### src/rtl/ctau_pkg.sv
// Types, constants and request codes of the client table with aging.
package ctau_pkg;

    localparam int MAX_CLIENTS_DEF = 16;
    localparam int ADDR_W          = 48;
    localparam int LIFE_W          = 16;
    localparam int REQ_W           = 2;

    localparam logic [LIFE_W-1:0] TIMEOUT_RST = LIFE_W'(100);

    localparam logic [REQ_W-1:0] REQ_REGISTER   = REQ_W'(0);
    localparam logic [REQ_W-1:0] REQ_UNREGISTER = REQ_W'(1);
    localparam logic [REQ_W-1:0] REQ_TICK       = REQ_W'(2);

    typedef struct packed {
        logic [ADDR_W-1:0] addr;
        logic              cfg;
        logic [LIFE_W-1:0] life;
    } slot_t;

    typedef enum logic [1:0] {
        ST_IDLE,
        ST_SCAN,
        ST_COMMIT,
        ST_DONE
    } state_t;

endpackage

### src/rtl/ctau_ifs.sv
// Handshake interfaces for the request, response and timeout channels.
interface ctau_req_if import ctau_pkg::*; ();
    logic              valid;
    logic              ready;
    logic [REQ_W-1:0]  req_type;
    logic [ADDR_W-1:0] client_addr;
    logic              is_cfg;

    modport source(output valid, output req_type, output client_addr, output is_cfg,
                   input ready);
    modport sink(input valid, input req_type, input client_addr, input is_cfg,
                 output ready);
endinterface

interface ctau_rsp_if ();
    logic valid;
    logic ready;
    logic ok;
    logic cfg_present;

    modport source(output valid, output ok, output cfg_present, input ready);
    modport sink(input valid, input ok, input cfg_present, output ready);
endinterface

interface ctau_cfg_if import ctau_pkg::*; ();
    logic              valid;
    logic              ready;
    logic [LIFE_W-1:0] connect_timeout;

    modport source(output valid, output connect_timeout, input ready);
    modport sink(input valid, input connect_timeout, output ready);
endinterface

### src/rtl/ctau_ram.sv
// Generic single-clock RAM with one write port and one registered read port.
module ctau_ram #(
    parameter int WIDTH = 8,
    parameter int DEPTH = 16
) (
    input  logic                                      clk,
    input  logic                                      we,
    input  logic [((DEPTH > 1) ? $clog2(DEPTH) : 1)-1:0] waddr,
    input  logic [WIDTH-1:0]                          wdata,
    input  logic                                      re,
    input  logic [((DEPTH > 1) ? $clog2(DEPTH) : 1)-1:0] raddr,
    output logic [WIDTH-1:0]                          rdata
);

    logic [WIDTH-1:0] mem [DEPTH];

    always_ff @(posedge clk)
    begin
        if (we)
        begin
            mem[waddr] <= wdata;
        end
        if (re)
        begin
            rdata <= mem[raddr];
        end
    end

endmodule

### src/rtl/client_table_with_aging_unit.sv
// Client table with aging: register, unregister and tick requests over a slot memory.
// Each request beat is answered by exactly one response beat. The unit sweeps every slot
// of the table through the single read port of the slot memory, one slot per cycle, and
// then commits the update; no new request is accepted until this one's response has
// been loaded into the output register. The response sits in an output register, so a new
// request is taken while an earlier response still waits for the sink. The valid mark
// of each slot lives in flip-flops cleared by reset; the slot memory needs no clearing.
module client_table_with_aging_unit import ctau_pkg::*; #(
    parameter int MAX_CLIENTS = MAX_CLIENTS_DEF
) (
    input  logic      clk,
    input  logic      rst_n,
    ctau_req_if.sink  req,
    ctau_rsp_if.source rsp,
    ctau_cfg_if.sink  cfg
);

    localparam int IDX_W  = (MAX_CLIENTS > 1) ? $clog2(MAX_CLIENTS) : 1;
    localparam int CNT_W  = $clog2(MAX_CLIENTS + 1);
    localparam int SLOT_W = $bits(slot_t);

    state_t state_reg, state_next;

    logic [LIFE_W-1:0]      timeout_reg;
    logic [MAX_CLIENTS-1:0] valid_reg, valid_next;

    logic [REQ_W-1:0]  type_reg;
    logic [ADDR_W-1:0] addr_reg;
    logic              is_cfg_reg;

    logic [CNT_W-1:0] rd_cnt_reg, rd_cnt_next;
    logic             pend_reg, pend_next;
    logic [IDX_W-1:0] pend_idx_reg, pend_idx_next;

    logic             cand_found_reg, cand_found_next;
    logic [IDX_W-1:0] cand_idx_reg, cand_idx_next;
    logic             match_found_reg, match_found_next;
    logic [IDX_W-1:0] match_idx_reg, match_idx_next;
    logic             cfg_acc_reg, cfg_acc_next;

    logic res_ok_reg, res_ok_next;
    logic res_cfg_reg, res_cfg_next;

    logic out_valid_reg, out_valid_next;
    logic out_ok_reg, out_ok_next;
    logic out_cfg_reg, out_cfg_next;

    logic              accept;
    logic              out_free;
    logic              scan_end;
    logic              mem_we;
    logic [IDX_W-1:0]  mem_waddr;
    slot_t             mem_wslot;
    logic              mem_re;
    logic [SLOT_W-1:0] mem_rdata;
    slot_t             rd_slot;
    logic              cur_valid;
    logic              cur_match;

    assign req.ready = (state_reg == ST_IDLE);
    assign cfg.ready = 1'b1;
    assign rsp.valid = out_valid_reg;
    assign rsp.ok = out_ok_reg;
    assign rsp.cfg_present = out_cfg_reg;

    assign accept = req.valid && req.ready;
    assign out_free = !out_valid_reg || rsp.ready;
    assign scan_end = (rd_cnt_reg == CNT_W'(MAX_CLIENTS)) && !pend_reg;

    assign rd_slot = slot_t'(mem_rdata);
    assign cur_valid = valid_reg[pend_idx_reg];
    assign cur_match = cur_valid && (rd_slot.addr == addr_reg);
    assign mem_re = (state_reg == ST_SCAN) && (rd_cnt_reg != CNT_W'(MAX_CLIENTS));

    ctau_ram #(
        .WIDTH(SLOT_W),
        .DEPTH(MAX_CLIENTS)
    ) u_slot_ram (
        .clk(clk),
        .we(mem_we),
        .waddr(mem_waddr),
        .wdata(mem_wslot),
        .re(mem_re),
        .raddr(rd_cnt_reg[IDX_W-1:0]),
        .rdata(mem_rdata)
    );

    always_comb
    begin
        state_next = state_reg;
        case (state_reg)
            ST_IDLE:
            begin
                if (accept)
                begin
                    state_next = ST_SCAN;
                end
            end
            ST_SCAN:
            begin
                if (scan_end)
                begin
                    state_next = ST_COMMIT;
                end
            end
            ST_COMMIT:
            begin
                state_next = ST_DONE;
            end
            ST_DONE:
            begin
                if (out_free)
                begin
                    state_next = ST_IDLE;
                end
            end
            default:
            begin
                state_next = ST_IDLE;
            end
        endcase
    end

    always_comb
    begin
        valid_next = valid_reg;
        rd_cnt_next = rd_cnt_reg;
        pend_next = 1'b0;
        pend_idx_next = pend_idx_reg;
        cand_found_next = cand_found_reg;
        cand_idx_next = cand_idx_reg;
        match_found_next = match_found_reg;
        match_idx_next = match_idx_reg;
        cfg_acc_next = cfg_acc_reg;
        res_ok_next = res_ok_reg;
        res_cfg_next = res_cfg_reg;
        out_valid_next = out_valid_reg && !rsp.ready;
        out_ok_next = out_ok_reg;
        out_cfg_next = out_cfg_reg;
        mem_we = 1'b0;
        mem_waddr = pend_idx_reg;
        mem_wslot = rd_slot;
        case (state_reg)
            ST_IDLE:
            begin
                rd_cnt_next = '0;
                cand_found_next = 1'b0;
                match_found_next = 1'b0;
                cfg_acc_next = 1'b0;
            end
            ST_SCAN:
            begin
                if (mem_re)
                begin
                    rd_cnt_next = rd_cnt_reg + CNT_W'(1);
                    pend_next = 1'b1;
                    pend_idx_next = rd_cnt_reg[IDX_W-1:0];
                end
                if (pend_reg)
                begin
                    case (type_reg)
                        REQ_REGISTER, REQ_UNREGISTER:
                        begin
                            if ((type_reg == REQ_REGISTER) && (!cur_valid || cur_match)
                                && !cand_found_reg)
                            begin
                                cand_found_next = 1'b1;
                                cand_idx_next = pend_idx_reg;
                            end
                            if (cur_match && !match_found_reg)
                            begin
                                match_found_next = 1'b1;
                                match_idx_next = pend_idx_reg;
                            end
                            if (cur_valid && !cur_match && rd_slot.cfg)
                            begin
                                cfg_acc_next = 1'b1;
                            end
                        end
                        REQ_TICK:
                        begin
                            if (cur_valid && (rd_slot.life != '0))
                            begin
                                mem_we = 1'b1;
                                mem_wslot.life = rd_slot.life - LIFE_W'(1);
                                if (rd_slot.life == LIFE_W'(1))
                                begin
                                    valid_next[pend_idx_reg] = 1'b0;
                                end
                            end
                            if (cur_valid && rd_slot.cfg && (rd_slot.life != LIFE_W'(1)))
                            begin
                                cfg_acc_next = 1'b1;
                            end
                        end
                        default:
                        begin
                            if (cur_valid && rd_slot.cfg)
                            begin
                                cfg_acc_next = 1'b1;
                            end
                        end
                    endcase
                end
            end
            ST_COMMIT:
            begin
                res_ok_next = 1'b0;
                res_cfg_next = cfg_acc_reg;
                case (type_reg)
                    REQ_REGISTER:
                    begin
                        if (match_found_reg)
                        begin
                            valid_next[match_idx_reg] = 1'b0;
                        end
                        if (cand_found_reg)
                        begin
                            valid_next[cand_idx_reg] = 1'b1;
                            mem_we = 1'b1;
                            mem_waddr = cand_idx_reg;
                            mem_wslot.addr = addr_reg;
                            mem_wslot.cfg = is_cfg_reg;
                            mem_wslot.life = timeout_reg;
                        end
                        res_ok_next = cand_found_reg;
                        res_cfg_next = cfg_acc_reg || (cand_found_reg && is_cfg_reg);
                    end
                    REQ_UNREGISTER:
                    begin
                        if (match_found_reg)
                        begin
                            valid_next[match_idx_reg] = 1'b0;
                        end
                        res_ok_next = match_found_reg;
                    end
                    default:
                    begin
                        res_ok_next = 1'b0;
                    end
                endcase
            end
            ST_DONE:
            begin
                if (out_free)
                begin
                    out_valid_next = 1'b1;
                    out_ok_next = res_ok_reg;
                    out_cfg_next = res_cfg_reg;
                end
            end
            default:
            begin
                rd_cnt_next = '0;
            end
        endcase
    end

    always_ff @(posedge clk or negedge rst_n)
    begin
        if (!rst_n)
        begin
            state_reg <= ST_IDLE;
            timeout_reg <= TIMEOUT_RST;
            valid_reg <= '0;
            pend_reg <= 1'b0;
            rd_cnt_reg <= '0;
            out_valid_reg <= 1'b0;
        end
        else
        begin
            state_reg <= state_next;
            valid_reg <= valid_next;
            pend_reg <= pend_next;
            rd_cnt_reg <= rd_cnt_next;
            out_valid_reg <= out_valid_next;
            if (cfg.valid && cfg.ready)
            begin
                timeout_reg <= cfg.connect_timeout;
            end
        end
    end

    always_ff @(posedge clk)
    begin
        if (accept)
        begin
            type_reg <= req.req_type;
            addr_reg <= req.client_addr;
            is_cfg_reg <= req.is_cfg;
        end
        pend_idx_reg <= pend_idx_next;
        cand_found_reg <= cand_found_next;
        cand_idx_reg <= cand_idx_next;
        match_found_reg <= match_found_next;
        match_idx_reg <= match_idx_next;
        cfg_acc_reg <= cfg_acc_next;
        res_ok_reg <= res_ok_next;
        res_cfg_reg <= res_cfg_next;
        out_ok_reg <= out_ok_next;
        out_cfg_reg <= out_cfg_next;
    end

endmodule

### src/flat_wrapper.sv
// flat-port wrapper written by rule: the top's interface ports become plain ports
module client_table_with_aging_unit_flat import ctau_pkg::*;
#(
    parameter int MAX_CLIENTS = MAX_CLIENTS_DEF
)
  (clk, rst_n, req_valid, req_req_type, req_client_addr, req_is_cfg, req_ready, rsp_valid, rsp_ok, rsp_cfg_present, rsp_ready, cfg_valid, cfg_connect_timeout, cfg_ready);
  ctau_req_if req_i ();
  ctau_rsp_if rsp_i ();
  ctau_cfg_if cfg_i ();
  input  logic clk;
  input  logic rst_n;
  input wire logic [$bits(req_i.valid)-1:0] req_valid;
  input wire logic [$bits(req_i.req_type)-1:0] req_req_type;
  input wire logic [$bits(req_i.client_addr)-1:0] req_client_addr;
  input wire logic [$bits(req_i.is_cfg)-1:0] req_is_cfg;
  output wire logic [$bits(req_i.ready)-1:0] req_ready;
  output wire logic [$bits(rsp_i.valid)-1:0] rsp_valid;
  output wire logic [$bits(rsp_i.ok)-1:0] rsp_ok;
  output wire logic [$bits(rsp_i.cfg_present)-1:0] rsp_cfg_present;
  input wire logic [$bits(rsp_i.ready)-1:0] rsp_ready;
  input wire logic [$bits(cfg_i.valid)-1:0] cfg_valid;
  input wire logic [$bits(cfg_i.connect_timeout)-1:0] cfg_connect_timeout;
  output wire logic [$bits(cfg_i.ready)-1:0] cfg_ready;
  assign req_i.valid = req_valid;
  assign req_i.req_type = req_req_type;
  assign req_i.client_addr = req_client_addr;
  assign req_i.is_cfg = req_is_cfg;
  assign req_ready = req_i.ready;
  assign rsp_valid = rsp_i.valid;
  assign rsp_ok = rsp_i.ok;
  assign rsp_cfg_present = rsp_i.cfg_present;
  assign rsp_i.ready = rsp_ready;
  assign cfg_i.valid = cfg_valid;
  assign cfg_i.connect_timeout = cfg_connect_timeout;
  assign cfg_ready = cfg_i.ready;
  client_table_with_aging_unit #(.MAX_CLIENTS(MAX_CLIENTS)) u_core (.clk(clk), .rst_n(rst_n), .req(req_i), .rsp(rsp_i), .cfg(cfg_i));
endmodule
### config.mk
export PLATFORM = sky130hd
export DESIGN_NAME = client_table_with_aging_unit_flat
export DESIGN_NICKNAME = d
export VERILOG_FILES = /design/src/rtl/ctau_pkg.sv /design/src/rtl/ctau_ifs.sv /design/src/rtl/ctau_ram.sv /design/src/rtl/client_table_with_aging_unit.sv /design/src/flat_wrapper.sv
export SDC_FILE = /design/constraint.sdc
export NUM_CORES = 1
export LEC_CHECK = 0
export BUFFER_PORTS_ARGS = -buffer_cell sky130_fd_sc_hd__buf_2
export CAP_MARGIN = 5
export CORE_ASPECT_RATIO = 0.5
export CORE_UTILIZATION = 58
export DETAILED_ROUTE_END_ITERATION = 8
export PLACE_DENSITY_LB_ADDON = 0.2
export SLEW_MARGIN = 20
export SYNTH_ARGS = -nofsm -noshare
export SYNTH_HDL_FRONTEND = slang
export SYNTH_SLANG_ARGS = --single-unit
### constraint.sdc
create_clock -name clk -period 7.35 [get_ports clk]
set_input_delay 0.3675 -clock clk [delete_from_list [all_inputs] [get_ports clk]]
set_output_delay 0.3675 -clock clk [all_outputs]
set_load 0.02 [all_outputs]
# ---- Word-level counts from Yosys, hierarchy flattened
# Memories as Yosys holds them, arrays and structs flattened. A register that Yosys moved wholly into a read port is not among the register bits.
# Cells that the tools add are included.
dict set report word_totals {
  memories 1
  input_bits 72
  ff_bits 111
  elab_cells 163
  ram_bits 1040
  output_inout_bits 5
}
dict set report op_classes {
  n_eq_ne 25
  n_mux 62
  bitwise 5
  order_cmp 6
  n_addsub 2
  reduce_logical 43
}
# name depth width rd rd_clocked_by_memory_dff write_ports line_no
set memory_table {}
lappend memory_table {u_core.u_slot_ram.mem 16 65 1 1 1 ctau_ram.sv:15} ;# logic [WIDTH-1:0] mem [DEPTH];
# op n
set ops {}
lappend ops {{2-to-1 mux 16 bit} 11}
lappend ops {{2-to-1 mux 65 bit} 2}
lappend ops {{case mux 16 bit (2 select lines)} 3}
lappend ops {{2-to-1 mux 49 bit} 1}
lappend ops {{== test 48 bit} 1}
lappend ops {{AND 16 bit} 2}
lappend ops {{inverter 16 bit} 2}
lappend ops {{2-to-1 mux 1 bit} 26}
lappend ops {{logical AND 1 bit} 17}
lappend ops {{== test 16 x 1 -> 1 bit (second input constant)} 1}
lappend ops {{!= test 16 x 1 -> 1 bit (second input constant)} 1}
lappend ops {{OR 16 bit} 1}
lappend ops {{AND reduction 4 bit} 4}
lappend ops {{nonzero test 16 bit} 1}
lappend ops {{subtractor 16 x 1 -> 16 bit (second input constant)} 1}
lappend ops {{less-than comparator 4 x 5 -> 1 bit (second input constant)} 3}
lappend ops {{!= test 2 bit (second input constant)} 7}
lappend ops {{demux 1 bit (select 4 bit)} 3}
lappend ops {{>= comparator 4 x 1 -> 1 bit (second input constant)} 3}
lappend ops {{2-to-1 mux 4 bit} 3}
lappend ops {{case mux 1 bit (2 select lines)} 6}
lappend ops {{case mux 5 bit (2 select lines)} 1}
lappend ops {{!= test 2 x 1 -> 1 bit (second input constant)} 4}
lappend ops {{case mux 2 bit (4 select lines)} 1}
lappend ops {{20 further kinds} 38}

# ---- Longest topological paths before layout
# Gate-level depths: netlist of run 1.
dict set report depth {
  word_depth 13
  depth_mapped 11
  mapped_depth_nobuf 8
}

# ---- Cells and area by module
# A second synthesis of run 1 with hierarchy kept.
dict set report hier_totals {
  cells_unflattened 2263
  area_unflattened_um2 47490.5
}
# mod instances cells_per_inst area_per_inst_um2 seq_area_each_um2
set modules_own_cells {}
lappend modules_own_cells {ctau_ram 1 1673 40894.2 33181.8}
lappend modules_own_cells {client_table_with_aging_unit 1 590 6596.3 3131.8}

# ---- Worst setup path after synthesis of run 1
# OpenSTA, ideal clock, no wires.
dict set report synth_path {
  kind {flip-flop to flip-flop}
  from {register u_core.pend_idx_reg[2]}
  to {memory u_core.u_slot_ram.mem[0][0] (netlist bit) (enable)}
  stages_incl_launch_ff 6
  slack_ps 1901
  t_required_ps 6841
  setup_ps 509
  period_less_slack_ps 5449
  arrival_ps 4940
  n_path_buf 0
  cell_sequence {edfxtp_1 nor2b_1 a221oi_2 a22oi_4 or4_4 a21oi_1}
}
dict set report synth_via {
  elab_chain_cells 9
  word_cells_on_any_way 12
  classes_between {mux (11); reduce/logical (1)}
}
# item line_no
set synth_rtl {}
lappend synth_rtl {{from (decl)} client_table_with_aging_unit.sv:33} ;# logic [IDX_W-1:0] pend_idx_reg, pend_idx_next;
lappend synth_rtl {{from (signal assigned)} client_table_with_aging_unit.sv:292} ;# pend_idx_reg <= pend_idx_next;
lappend synth_rtl {{binary-select mux 1 bit (select 4 bit)} client_table_with_aging_unit.sv:71} ;# assign cur_valid = valid_reg[pend_idx_reg];
lappend synth_rtl {{2-to-1 mux 1 bit (not written as such)} client_table_with_aging_unit.sv:71}
lappend synth_rtl {{logical AND 1 bit} client_table_with_aging_unit.sv:182} ;# if (cur_valid && (rd_slot.life != '0))
lappend synth_rtl {{2-to-1 mux 1 bit} client_table_with_aging_unit.sv:182}
lappend synth_rtl {{2-to-1 mux 1 bit} client_table_with_aging_unit.sv:161} ;# case (type_reg)
lappend synth_rtl {{2-to-1 mux 1 bit} client_table_with_aging_unit.sv:159} ;# if (pend_reg)
lappend synth_rtl {{case mux 1 bit (2 select lines)} client_table_with_aging_unit.sv:143} ;# case (state_reg)
lappend synth_rtl {{2-to-1 mux 1 bit} ctau_ram.sv:19} ;# if (we)
lappend synth_rtl {{2-to-1 mux 1 bit (not written as such)} ctau_ram.sv:21} ;# mem[waddr] <= wdata;
lappend synth_rtl {{to (decl)} ctau_ram.sv:15}
# Several ways; a longest one is shown, not always the timed one. The select of a mux whose other input is x is not followed.

# ---- Final worst setup path of run 1
dict set report layout_path {
  from {register u_core.state_reg[0]}
  to {memory u_core.u_slot_ram.mem[9][32] (netlist bit) (enable)}
}
dict set report layout_via {
  elab_chain_cells 4
  word_cells_on_any_way 6
  classes_between {eq/ne (2); mux (4)}
}
# item line_no
set layout_rtl {}
lappend layout_rtl {{from (decl)} client_table_with_aging_unit.sv:22} ;# state_t state_reg, state_next;
lappend layout_rtl {{from (signal assigned)} client_table_with_aging_unit.sv:272} ;# state_reg <= state_next;
lappend layout_rtl {{== test 2 bit / == test 2 x 1 -> 1 bit (equally long branches)} client_table_with_aging_unit.sv:143}
lappend layout_rtl {{case mux 1 bit (2 select lines)} client_table_with_aging_unit.sv:143}
lappend layout_rtl {{2-to-1 mux 1 bit} ctau_ram.sv:19}
lappend layout_rtl {{2-to-1 mux 1 bit (not written as such)} ctau_ram.sv:21}
# Several ways; a longest one is shown, not always the timed one.

==> results by group, run 1 <==
Final layout
  • Max reg flops: 1040
  • Area growth, synth to finish: 12.4%
  • Final Util: 0.658
  • Layout net count: 2437
  • Fin cells: 3539
  • Share of layout cells above drive strength 1: 0.298
  • Commonest non-fill, non-tap cell in the layout: edfxtp_1
  • Most frequent cells in the layout: 1175 x edfxtp_1, 327 x mux4_2, 102 x clkbuf_16
  • Antenna cells: 0

Timing
  • Post-Route Skew: 0.0263 ns
  • Slew margin rel.: 0.299
  • Max Fclk: 211 MHz
  • Final setup viols: 0
  • Fin. Hold Viols: 0
  • Period utilization: 0.643
  • Count of pins over their slew limit: 0
  • Worst-Margin Slew: 1.05 ns
  • RSZ-0062 raised after global routing: no
  • Post-Route Setup TNS: 0 ns
  • Final Critical Period: between 4 and 5 ns
  • Min Hold Slack: roughly 0.098 ns

Synth
  • Yosys top cell area share: 0.738
  • Mapped cell area: 47800 um2
  • Synth Warn #: 0
  • Synth area leader: edfxtp_1
  • Unique cell type count in the Yosys netlist: 69
  • Synthesized Nets: around 2200
  • Syn avg cell area: 22.1 um2
  • Register area share after synthesis: 0.759
  • Mapped Cells: 2161
  • Synth Flop Type: edfxtp_1
  • Ranking of synthesized cells by area: edfxtp_1 74%, mux4_2 15%, dfrtp_1 2.0%
  • Post-synth ARST share: 0.0337
  • EDFF count, synth: about 1200
  • Synth Register Bits: around 1200

Clocking
  • Clk pin slew, worst setup/hold paths: 0.07 ns
  • Cts repair resizes: 0
  • Clock buffer count from CTS: 100
  • CTS root buf: clkbuf_16
  • Hold buffer count at CTS: 69
  • Worst skew pair latency: 0.69 ns
  • CTS tree: built
  • Clk sinks: around 1200
  • Setup bufs post-CTS: 0
  • CTS H-tree lvls: 3
  • Max Root-Sink Buffers: 3

Routing
  • Pre-Repair DR Iteration Count: 5
  • Final wirelength: approximately 110000 um
  • Vias post-DR: 23000
  • Drc violations: 0
  • Antenna-violating nets left: 0
  • Drt via density: 6.50
  • Drt wl/cell: 30.2 um
  • Violation count after the first detailed-route iteration: between 2000 and 3000

Global routing
  • Largest net degree at the start of global routing: 94
  • Initial antenna violation count: 1
  • Total grt overflow: 0
  • Vias in the first global route: 23100
  • First-pass GRT wire length: 157000 um
  • GRT Total Usage: 0.262

Pwr
  • Internal Power: 13.9 mW
  • Combinational power share: 0.243
  • Switch Pwr: slightly below 6 mW
  • Sw frac: 0.294
  • Leak: 16.5 nW
  • Pwr dens: approximately 370 nW/um2
  • Clock network power share: 0.274
  • Peak supply drop: between 0.0003 and 0.0004 V
  • Sequential share of power: 0.483
  • Pwr Total: between 15 and 20 mW

Setup path
  • RR Startpoint: u_core.state_reg[0]
  • CP Launch Type: flip-flop
  • Worst setup path start: u_core.state_reg[0]
  • R2R setup slack: 2.62 ns
  • Worst-path maximum fanout: 49
  • Critical Path Sink Type: flip-flop
  • Crit path arrival time: 5.04 ns
  • Setup CP Type: reg2reg
  • Crit path required time: around 7.7 ns

Die
  • Starting Density: 0.586
  • Die X-Extent: ~410 um
  • Full die area: between 80000 and 90000 um2
  • DIE HEIGHT: 205 um
  • FP Rows: 74
  • # IOs: 77
  • Core area: 81700 um2

Placed design
  • Port buffer count: 75
  • Placed cells: 3287
  • Gp weighted congestion: 0.911
  • DPL Wire Length: 61200 um

Hold path
  • Min-delay worst type: in2reg
  • Worst Hold Launch: req_valid

Run status
  • Status: complete, no violations

Run
  • Max-cap violation count: 0
-- logic make-up (layout without fill, tap and decap cells) --
kind of cell | count (synthesis) | in the layout | synth area share
DFF | 1216 | 1216 | 0.759
muxes | 405 | 405 | 0.172
and+or+nand+nor | 214 | 214 | 0.0247
AOI/OAI and AO/OA | 139 | 139 | 0.0207
buffers and inverters | 127 | 403 | 0.0116
xor gates and xnor gates | 50 | 50 | 0.00916
adders and majority gates | 9 | 9 | 0.00235
other | 1 | 1 | 0.0000784
-- path summary, 6_finish.rpt --
path | to | cells past startpoint
min in group asynchronous | u_core.valid_reg[6] | 2
max in group asynchronous | u_core.rd_cnt_reg[0] | 2
max | u_core.u_slot_ram.mem[9][32] | 9
max reg2reg | u_core.u_slot_ram.mem[9][32] | 9
min reg2reg | u_core.rsp.cfg_present | 0
min | u_core.state_reg[0] | 4
-- layer usage --
metal	track usage	up-vias	share of wire	wire length, um
li1	-	9572	-	-
met1	0.384	12300	0.42	44900
met2	0.417	991	0.49	52000
met3	0.0440	124	0.074	7900
met4	0.0648	0	0.020	2140
met5	0	-	0	0
-- area by class of cell --
| cell class | instances | area, um2 |
|---|---|---|
| flip-flops and latches | 1216 | 36300 |
| fillers | 5226 | 27900 |
| multi-input cells | 818 | 11200 |
| clock buffers | 120 | 2630 |
| repair buffers | 201 | 1540 |
| well taps | 1102 | 1380 |
| clock inverters | 63 | 628 |
| inverters | 19 | 73.8 |
-- worst max-delay path: stages, from the launching register on --
cell and delay, ns:
dfrtp_1 0.41, inv_1 0.10, ha_1 0.69, inv_1 0.30
nor2_4 0.31, buf_4 0.78, a31oi_1 0.19, buf_4 0.23
a21oi_4 0.65, buf_4 0.64
-- cells in the mapped netlist, types with 7 or more instances --
library cell / n
nand4_1: 29
nor3_1: 10
o21ai_1: 10
ha_1: 9
and2_1: 10
nand2b_1: 12
mux2_2: 66
o311ai_0: 8
nor4_1: 12
o21ai_0: 20
dfrtp_1: 38
nand3b_1: 7
buf_2: 40
clkbuf_1: 56
o22ai_1: 9
buf_1: 7
nor2_1: 27
nand2_1: 51
nand3_1: 21
mux2i_1: 10
o211ai_1: 14
a21oi_1: 22
edfxtp_1: 1175
inv_1: 19
mux4_2: 327
o311ai_1: 8
xnor2_1: 49
-- per-stage QoR --
stage | worst slack (ns) | cell area [um2]
5_1_grt | 2.38 | 53800
2_1_floorplan | 1.90 | 47800
3_3_place_gp | 2.77 | 49800
3_5_place_dp | 2.57 | 49800
4_1_cts | 2.57 | 53800
6_report | 2.62 | 53800
-- power by group through the flow --
stage,logic (mW),clock network [mW],registers [mW]
2_1_floorplan,3.33,0,9.36
3_3_place_gp,4.67,0,9.61
3_5_place_dp,4.76,0,9.62
4_1_cts,4.80,5.47,9.48
5_1_grt,5.07,5.72,9.52
6_report,4.77,5.39,9.48
No activity file was read; power rests on OpenSTA's default activity.
==> inputs of run 2 (changes only) <==
==> constraint.sdc (replaced) <==
create_clock -name clk -period 4.6 [get_ports clk]
set_input_delay 0.23 -clock clk [delete_from_list [all_inputs] [get_ports clk]]
set_output_delay 0.23 -clock clk [all_outputs]
set_load 0.02 [all_outputs]
==> run 2 against run 1 <==
  * Worst hold slack worse by 0.057 ns
  * Clock skew up 0.010 ns
  * Combinational power increased by 64%
  * Sequential power rose by 58%
  * Cell area increased by 0.72%
  * Global-route usage is 0.25 points higher
  * Sequential cell count is the same
  * Register-to-register slack worse by 1.9 ns
  * Sequential share of layout area decreased by 0.48 points
  * First-iteration DRC count up 3.3%
  * Die area is the same
  * Count of clock-buffer cells in the layout stayed put
==> results by group, run 2 (synthesis results as in run 1) <==
Final layout
  • Commonest non-fill, non-tap cell in the layout: edfxtp_1
  • Max reg flops: 1040 (unchanged)
  • Most frequent cells in the layout: 1175 x edfxtp_1, 327 x mux4_2, 102 x clkbuf_16
  • Layout net count: 2449 (+0.49%)
  • Final Util: 0.663 (+0.00475)
  • Area growth, synth to finish: 13.2%
  • Share of layout cells above drive strength 1: 0.299 (+0.00156)
  • Antenna cells: 0 (unchanged)

Die
  • FP Rows: 74 (unchanged)
  • # IOs: 77 (unchanged)
  • DIE HEIGHT: 205 um (unchanged)
  • Core area: 81700 um2 (unchanged)
  • Die X-Extent: 408 um (unchanged)
  • Starting Density: 0.586 (unchanged)
  • Full die area: 83700 um2 (unchanged)

Global routing
  • Vias in the first global route: 23200 (+0.46%)
  • First-pass GRT wire length: 159000 um (+0.90%)
  • Largest net degree at the start of global routing: 148 (+57%)
  • Total grt overflow: 0 (unchanged)
  • Initial antenna violation count: 3 (+2)
  • GRT Total Usage: 0.264 (+0.00254)

Clocking
  • CTS tree: built
  • Clk sinks: 1216 (unchanged)
  • Clk pin slew, worst setup/hold paths: 0.07 ns (about the same)
  • CTS root buf: clkbuf_16
  • CTS H-tree lvls: 3 (unchanged)
  • Cts repair resizes: 0 (unchanged)
  • Clock buffer count from CTS: 100 (unchanged)
  • Worst skew pair latency: 0.71 ns (+0.02 ns)
  • Max Root-Sink Buffers: 3 (unchanged)

Routing
  • Drc violations: 0 (unchanged)
  • Drt wl/cell: 30.3 um (+0.38%)
  • Violation count after the first detailed-route iteration: 2710 (+3.3%)
  • Antenna-violating nets left: 0 (unchanged)
  • Vias post-DR: 23300 (+1.4%)
  • Pre-Repair DR Iteration Count: 8 (+3)
  • Final wirelength: 108000 um (+0.77%)
  • Drt via density: 6.56 (+0.99%)

Hold path
  • Worst Hold Launch: cfg_valid
  • Min-delay worst type: in2reg
  • Hold Path End: u_core.timeout_reg[8]
  • Hold depth: 2 (-2)

Pwr
  • Leak: 16.7 nW (+0.76%)
  • Pwr dens: 584 nW/um2 (+60%)
  • Pwr Total: 31.7 mW (+61%)
  • Peak supply drop: 0.000414 V (+24%)

Setup path
  • RR Startpoint: u_core.type_reg[0]
  • Crit path required time: 4.97 ns (-2.69 ns)
  • Critical Path Sink Type: flip-flop
  • Capturing point of the worst reg2reg path: u_core.u_slot_ram.mem[6][36]
  • Worst-path maximum fanout: 34 (-31%)
  • Setup CP Type: reg2reg
  • R2R setup slack: 0.76 ns (-1.86 ns)
  • Crit path arrival time: 4.21 ns (-0.83 ns)
  • CP Launch Type: flip-flop
  • Worst reg2reg path depth: 6 (-3)

Timing
  • Period utilization: 0.834 (+0.191)
  • Slew margin rel.: 0.240 (-0.0593)
  • Max Fclk: 261 MHz (+23%)
  • Final setup viols: 0 (unchanged)
  • Post-Route Setup TNS: 0 ns (unchanged)
  • Worst-Margin Slew: 1.14 ns (+0.0889 ns)
  • RSZ-0062 raised after global routing: no
  • Worst Slack Setup Final: 0.762 ns (-1.86 ns)
  • Fin. Hold Viols: 0 (unchanged)
  • Final Critical Period: 3.84 ns (-0.891 ns)
  • Count of pins over their slew limit: 0 (unchanged)
  • Post-Route Skew: 0.0363 ns (+0.0101 ns)

Run status
  • Status: complete, no violations

Placed design
  • DPL Wire Length: 60500 um (-1.1%)
  • Gp weighted congestion: 0.911 (about the same)
  • Port buffer count: 75 (unchanged)
  • Setup WS pre-CTS: 0.862 ns (-1.71 ns)

Run
  • Max-cap violation count: 0 (unchanged)
## run 2: cell types whose count changed in the layout (fill, tap and decap cells not counted), moves of 2 or more
cell and change:
o221ai_2 +2, o221ai_1 -2, clkinv_4 -2, bufinv_16 +4
buf_12 +16, dlygate4sd3_1 +5, buf_4 -8, clkinv_1 +2
## run 2: per-layer routing
metal | track usage | up-vias | share of wire
met2 | 0.406 | 1166 | 0.47
met1 | 0.398 | 12400 | 0.42
met3 | 0.0595 | 149 | 0.095
met5 | 0 | - | 0.00038
li1 | - | 9587 | -
met4 | 0.0478 | 6 | 0.014
## run 2: what timing repair did
action	in CTS	in global routing
hold buffers	74	0
setup buffers	0	0
endpoints found under the hold margin	108	0
setup endpoints to repair	0	0
## run 2: critical path: stages (launching register included)
cell and delay [ns]:
edfxtp_1 0.49, inv_1 0.16, and3_1 0.53, nand2_1 0.56, or4_4 0.78, a21oi_4 0.58
buf_12 0.35
## run 2: how the worst max path moves through the flow
stage / start / to / slack (ns) / depth (start not counted)
2_1_floorplan: u_core.pend_idx_reg[2] / u_core.u_slot_ram.mem[0][0] / -0.85 / 5
3_3_place_gp: u_core.u_slot_ram.rdata[0] / u_core.u_slot_ram.mem[6][36] / 0.93 / 9
3_5_place_dp: u_core.type_reg[0] / u_core.u_slot_ram.mem[6][36] / 0.86 / 6
4_1_cts: u_core.type_reg[0] / u_core.u_slot_ram.mem[6][0] / 0.82 / 6
5_1_grt: u_core.type_reg[0] / u_core.u_slot_ram.mem[6][0] / 0.64 / 6
6_report: u_core.type_reg[0] / u_core.u_slot_ram.mem[6][36] / 0.76 / 6
## run 2: cell type report
type / count / area [um2]
tap: 1102 / 1380
fill: 5102 / 27500
inverter: 19 / 73.8
clock buffer: 120 / 2620
clock inverter: 65 / 724
multi-input combinational: 818 / 11200
timing repair buffer: 213 / 1850
sequential: 1216 / 36300
## run 2: through the flow
stage	std cells	area, um2	hold slack [ns]
6_report	3553	54200	0.0408
5_1_grt	3553	54200	0.0328
4_1_cts	3553	54200	0.00222
3_5_place_dp	3294	50100	0.408
3_3_place_gp	3294	50100	0.405
2_1_floorplan	2161	47800	-0.0656
## run 2: where the power goes
group | total (mW) | switching (mW) | internal [mW] | leakage [nW]
clock network | 8.82 | 3.90 | 4.92 | 1.63
logic | 7.80 | 4.78 | 3.03 | 3.89
registers | 15.0 | 0.580 | 14.5 | 11.1
total | 31.7 | 9.26 | 22.4 | 16.7
==> inputs of run 3 (changes only) <==
==> constraint.sdc (replaced) <==
create_clock -name clk -period 4 [get_ports clk]
set_input_delay 0.2 -clock clk [delete_from_list [all_inputs] [get_ports clk]]
set_output_delay 0.2 -clock clk [all_outputs]
set_load 0.02 [all_outputs]
==> run 3 against run 2 <==
  * Cell count up 0.99%
  * Worst setup slack lost 0.21 ns
  * Power up 14%
  * Critical endpoint is now u_core.u_slot_ram.mem[0][37]
  * Combinational power rose by 13%
  * Routed wire length down 3.5%
  * Register-to-register slack got worse by 0.21 ns
  * Highest routed layer is now met4
  * Clock skew decreased by 0.0032 ns
  * Critical path type unchanged
  * First-iteration DRC count is 9.4% lower
  * Largest power group unchanged
  * Non-clock buffer count rose by 28
  * Sequential cell count unchanged
==> results by group, run 3 (synthesis results as in run 1) <==
Run status
  • Status: complete, no violations

Timing
  • Post-Route Skew: 0.0331 ns (-0.00319 ns)
  • Count of pins over their slew limit: 0 (unchanged)
  • Period utilization: 0.863 (+0.0287)
  • Final Critical Period: 3.45 ns (-0.386 ns)
  • Slew margin rel.: 0.327 (+0.0877)
  • RSZ-0062 raised after global routing: no
  • Max Fclk: 290 MHz (+11%)
  • Final setup viols: 0 (unchanged)
  • Worst-Margin Slew: 1.01 ns (-0.131 ns)
  • Fin. Hold Viols: 0 (unchanged)
  • Worst Slack Setup Final: 0.548 ns (-0.214 ns)

Routing
  • Drt via density: 6.41 (-2.3%)
  • Violation count after the first detailed-route iteration: 2456 (-9.4%)
  • Vias post-DR: 23000 (-1.3%)
  • Pre-Repair DR Iteration Count: 5 (-3)
  • Final wirelength: 104000 um (-3.5%)
  • Drt wl/cell: 29.0 um (-4.4%)
  • Antenna-violating nets left: 0 (unchanged)
  • Drc violations: 0 (unchanged)

Setup path
  • Worst-path maximum fanout: 23 (-32%)
  • Critical Path Sink Type: flip-flop
  • RR Startpoint: u_core.pend_idx_reg[3]
  • Bufs and invs on worst path: 1 (-1)
  • CP Launch Type: flip-flop
  • Crit path required time: 4.40 ns (-0.57 ns)
  • Top Family by Delay on Critical Path: compound AO/OA/AOI/OAI gates
  • Worst setup path start: u_core.pend_idx_reg[3]
  • Crit path arrival time: 3.86 ns (-0.35 ns)
  • WP depth: 6 (unchanged)
  • Capturing point of the worst reg2reg path: u_core.u_slot_ram.mem[0][37]
  • CP max stage cell: edfxtp_1
  • Setup CP Type: reg2reg
  • CP cell instances: mux2i_1 > a221oi_2 > a22oi_4 > or4_4 > a21oi_4 > buf_12
  • Worst reg2reg path depth: 6 (unchanged)
  • Critical path's largest stage delay: 0.70 ns (-0.08 ns)
  • R2R setup slack: 0.55 ns (-0.21 ns)
  • Worst setup path endpoint: u_core.u_slot_ram.mem[0][37]

Clocking
  • Worst skew pair latency: 0.71 ns (about the same)
  • Setup bufs post-CTS: 0 (unchanged)
  • CTS tree: built
  • CTS H-tree lvls: 3 (unchanged)
  • Hold buffer count at CTS: 88 (+19%)
  • CTS root buf: clkbuf_16
  • Clk pin slew, worst setup/hold paths: 0.07 ns (about the same)
  • Clk sinks: 1216 (unchanged)
  • Cts repair resizes: 0 (unchanged)
  • Max Root-Sink Buffers: 3 (unchanged)
  • Clock buffer count from CTS: 102 (+2.0%)

Die
  • Core area: 81700 um2 (unchanged)
  • FP Rows: 74 (unchanged)
  • # IOs: 77 (unchanged)
  • Starting Density: 0.586 (unchanged)
  • DIE HEIGHT: 205 um (unchanged)
  • Die X-Extent: 408 um (unchanged)
  • Full die area: 83700 um2 (unchanged)

Pwr
  • Leak: 16.8 nW (+1.2%)
  • Peak supply drop: 0.000472 V (+14%)
  • Pwr Total: 36.1 mW (+14%)
  • Pwr dens: 661 nW/um2 (+13%)

Final layout
  • Layout fillers: 5092 (-0.20%)
  • Share of layout cells above drive strength 1: 0.300 (about the same)
  • Storage element area: 36300 um2 (unchanged)
  • Final Util: 0.669 (+0.00548)
  • Area growth, synth to finish: 14.2%
  • Most frequent cells in the layout: 1175 x edfxtp_1, 327 x mux4_2, 102 x clkbuf_16
  • Commonest non-fill, non-tap cell in the layout: edfxtp_1
  • Multi-input logic area: 11200 um2 (-0.13%)
  • Layout net count: 2479 (+1.2%)
  • Max reg flops: 1040 (unchanged)

Run
  • Max-cap violation count: 0 (unchanged)

Placed design
  • Port buffer count: 75 (unchanged)
  • Setup WS pre-CTS: 0.580 ns (-0.282 ns)
  • DPL Wire Length: 59000 um (-2.6%)
  • Gp weighted congestion: 0.869 (-4.6%)

Global routing
  • Vias in the first global route: 23000 (-0.77%)
  • Largest net degree at the start of global routing: 122 (-18%)
  • First-pass GRT wire length: 153000 um (-3.7%)
  • Initial antenna violation count: 1 (-2)
  • Total grt overflow: 0 (unchanged)
  • GRT Total Usage: 0.254 (-0.0101)

Hold path
  • Min-delay worst type: in2async
==> run 3: routing by layer <==
layer,up-vias,global-route usage,routed length (um)
met3,110,0.0514,7950
met1,12300,0.386,45400
li1,9649,-,-
met5,-,0,0
met2,960,0.391,49100
met4,0,0.0481,1530
==> run 3: per-stage QoR <==
step / hold WS, ns / TNS (ns) / instance area (um2) / instances
floorplan: -0.0956 / -123.28 / 47900 / 2161
finish: 0.192 / 0 / 54600 / 3588
global route: 0.162 / 0 / 54600 / 3586
global placement: 0.376 / 0 / 50400 / 3308
CTS: 0.146 / 0 / 54600 / 3586
detailed placement: 0.378 / 0 / 50400 / 3308
==> run 3: worst min path at each step <==
stage	endpoint	slack (ns)	cells after the start
after detailed placement	u_core.addr_reg[12]	0.38	1
final	u_core.valid_reg[11]	0.19	2
after CTS	u_core.addr_reg[22]	0.15	2
after global placement	u_core.addr_reg[35]	0.38	1
after global routing	u_core.addr_reg[19]	0.16	2
after floorplan	u_core.pend_reg	-0.1	0
==> run 3: worst register-to-register path: cells and delay by family (launching register included) <==
kind                   cells  cell delay [ns]
multiplexers               1             0.21
buffers and inverters      1             0.30
flip-flops                 1             0.70
AND/OR/NAND/NOR            1             0.70
AO/OA/AOI/OAI              3             1.23
==> run 3: power by group <==
part / leakage [nW] / total [mW] / internal [mW] / switching, mW
clock: 1.63 / 9.98 / 5.46 / 4.51
sequential: 11.1 / 17.4 / 16.6 / 0.755
combinational: 4.08 / 8.78 / 3.60 / 5.18
==> run 3: area by class of cell <==
class,count,share of cell area
clock inverters,68,0.0130
multi-input cells,818,0.205
diodes,2,0.0000917
inverters,19,0.00135
clock buffers,122,0.0483
repair buffers,241,0.0422
flip-flops and latches,1216,0.665
well taps,1102,0.0253
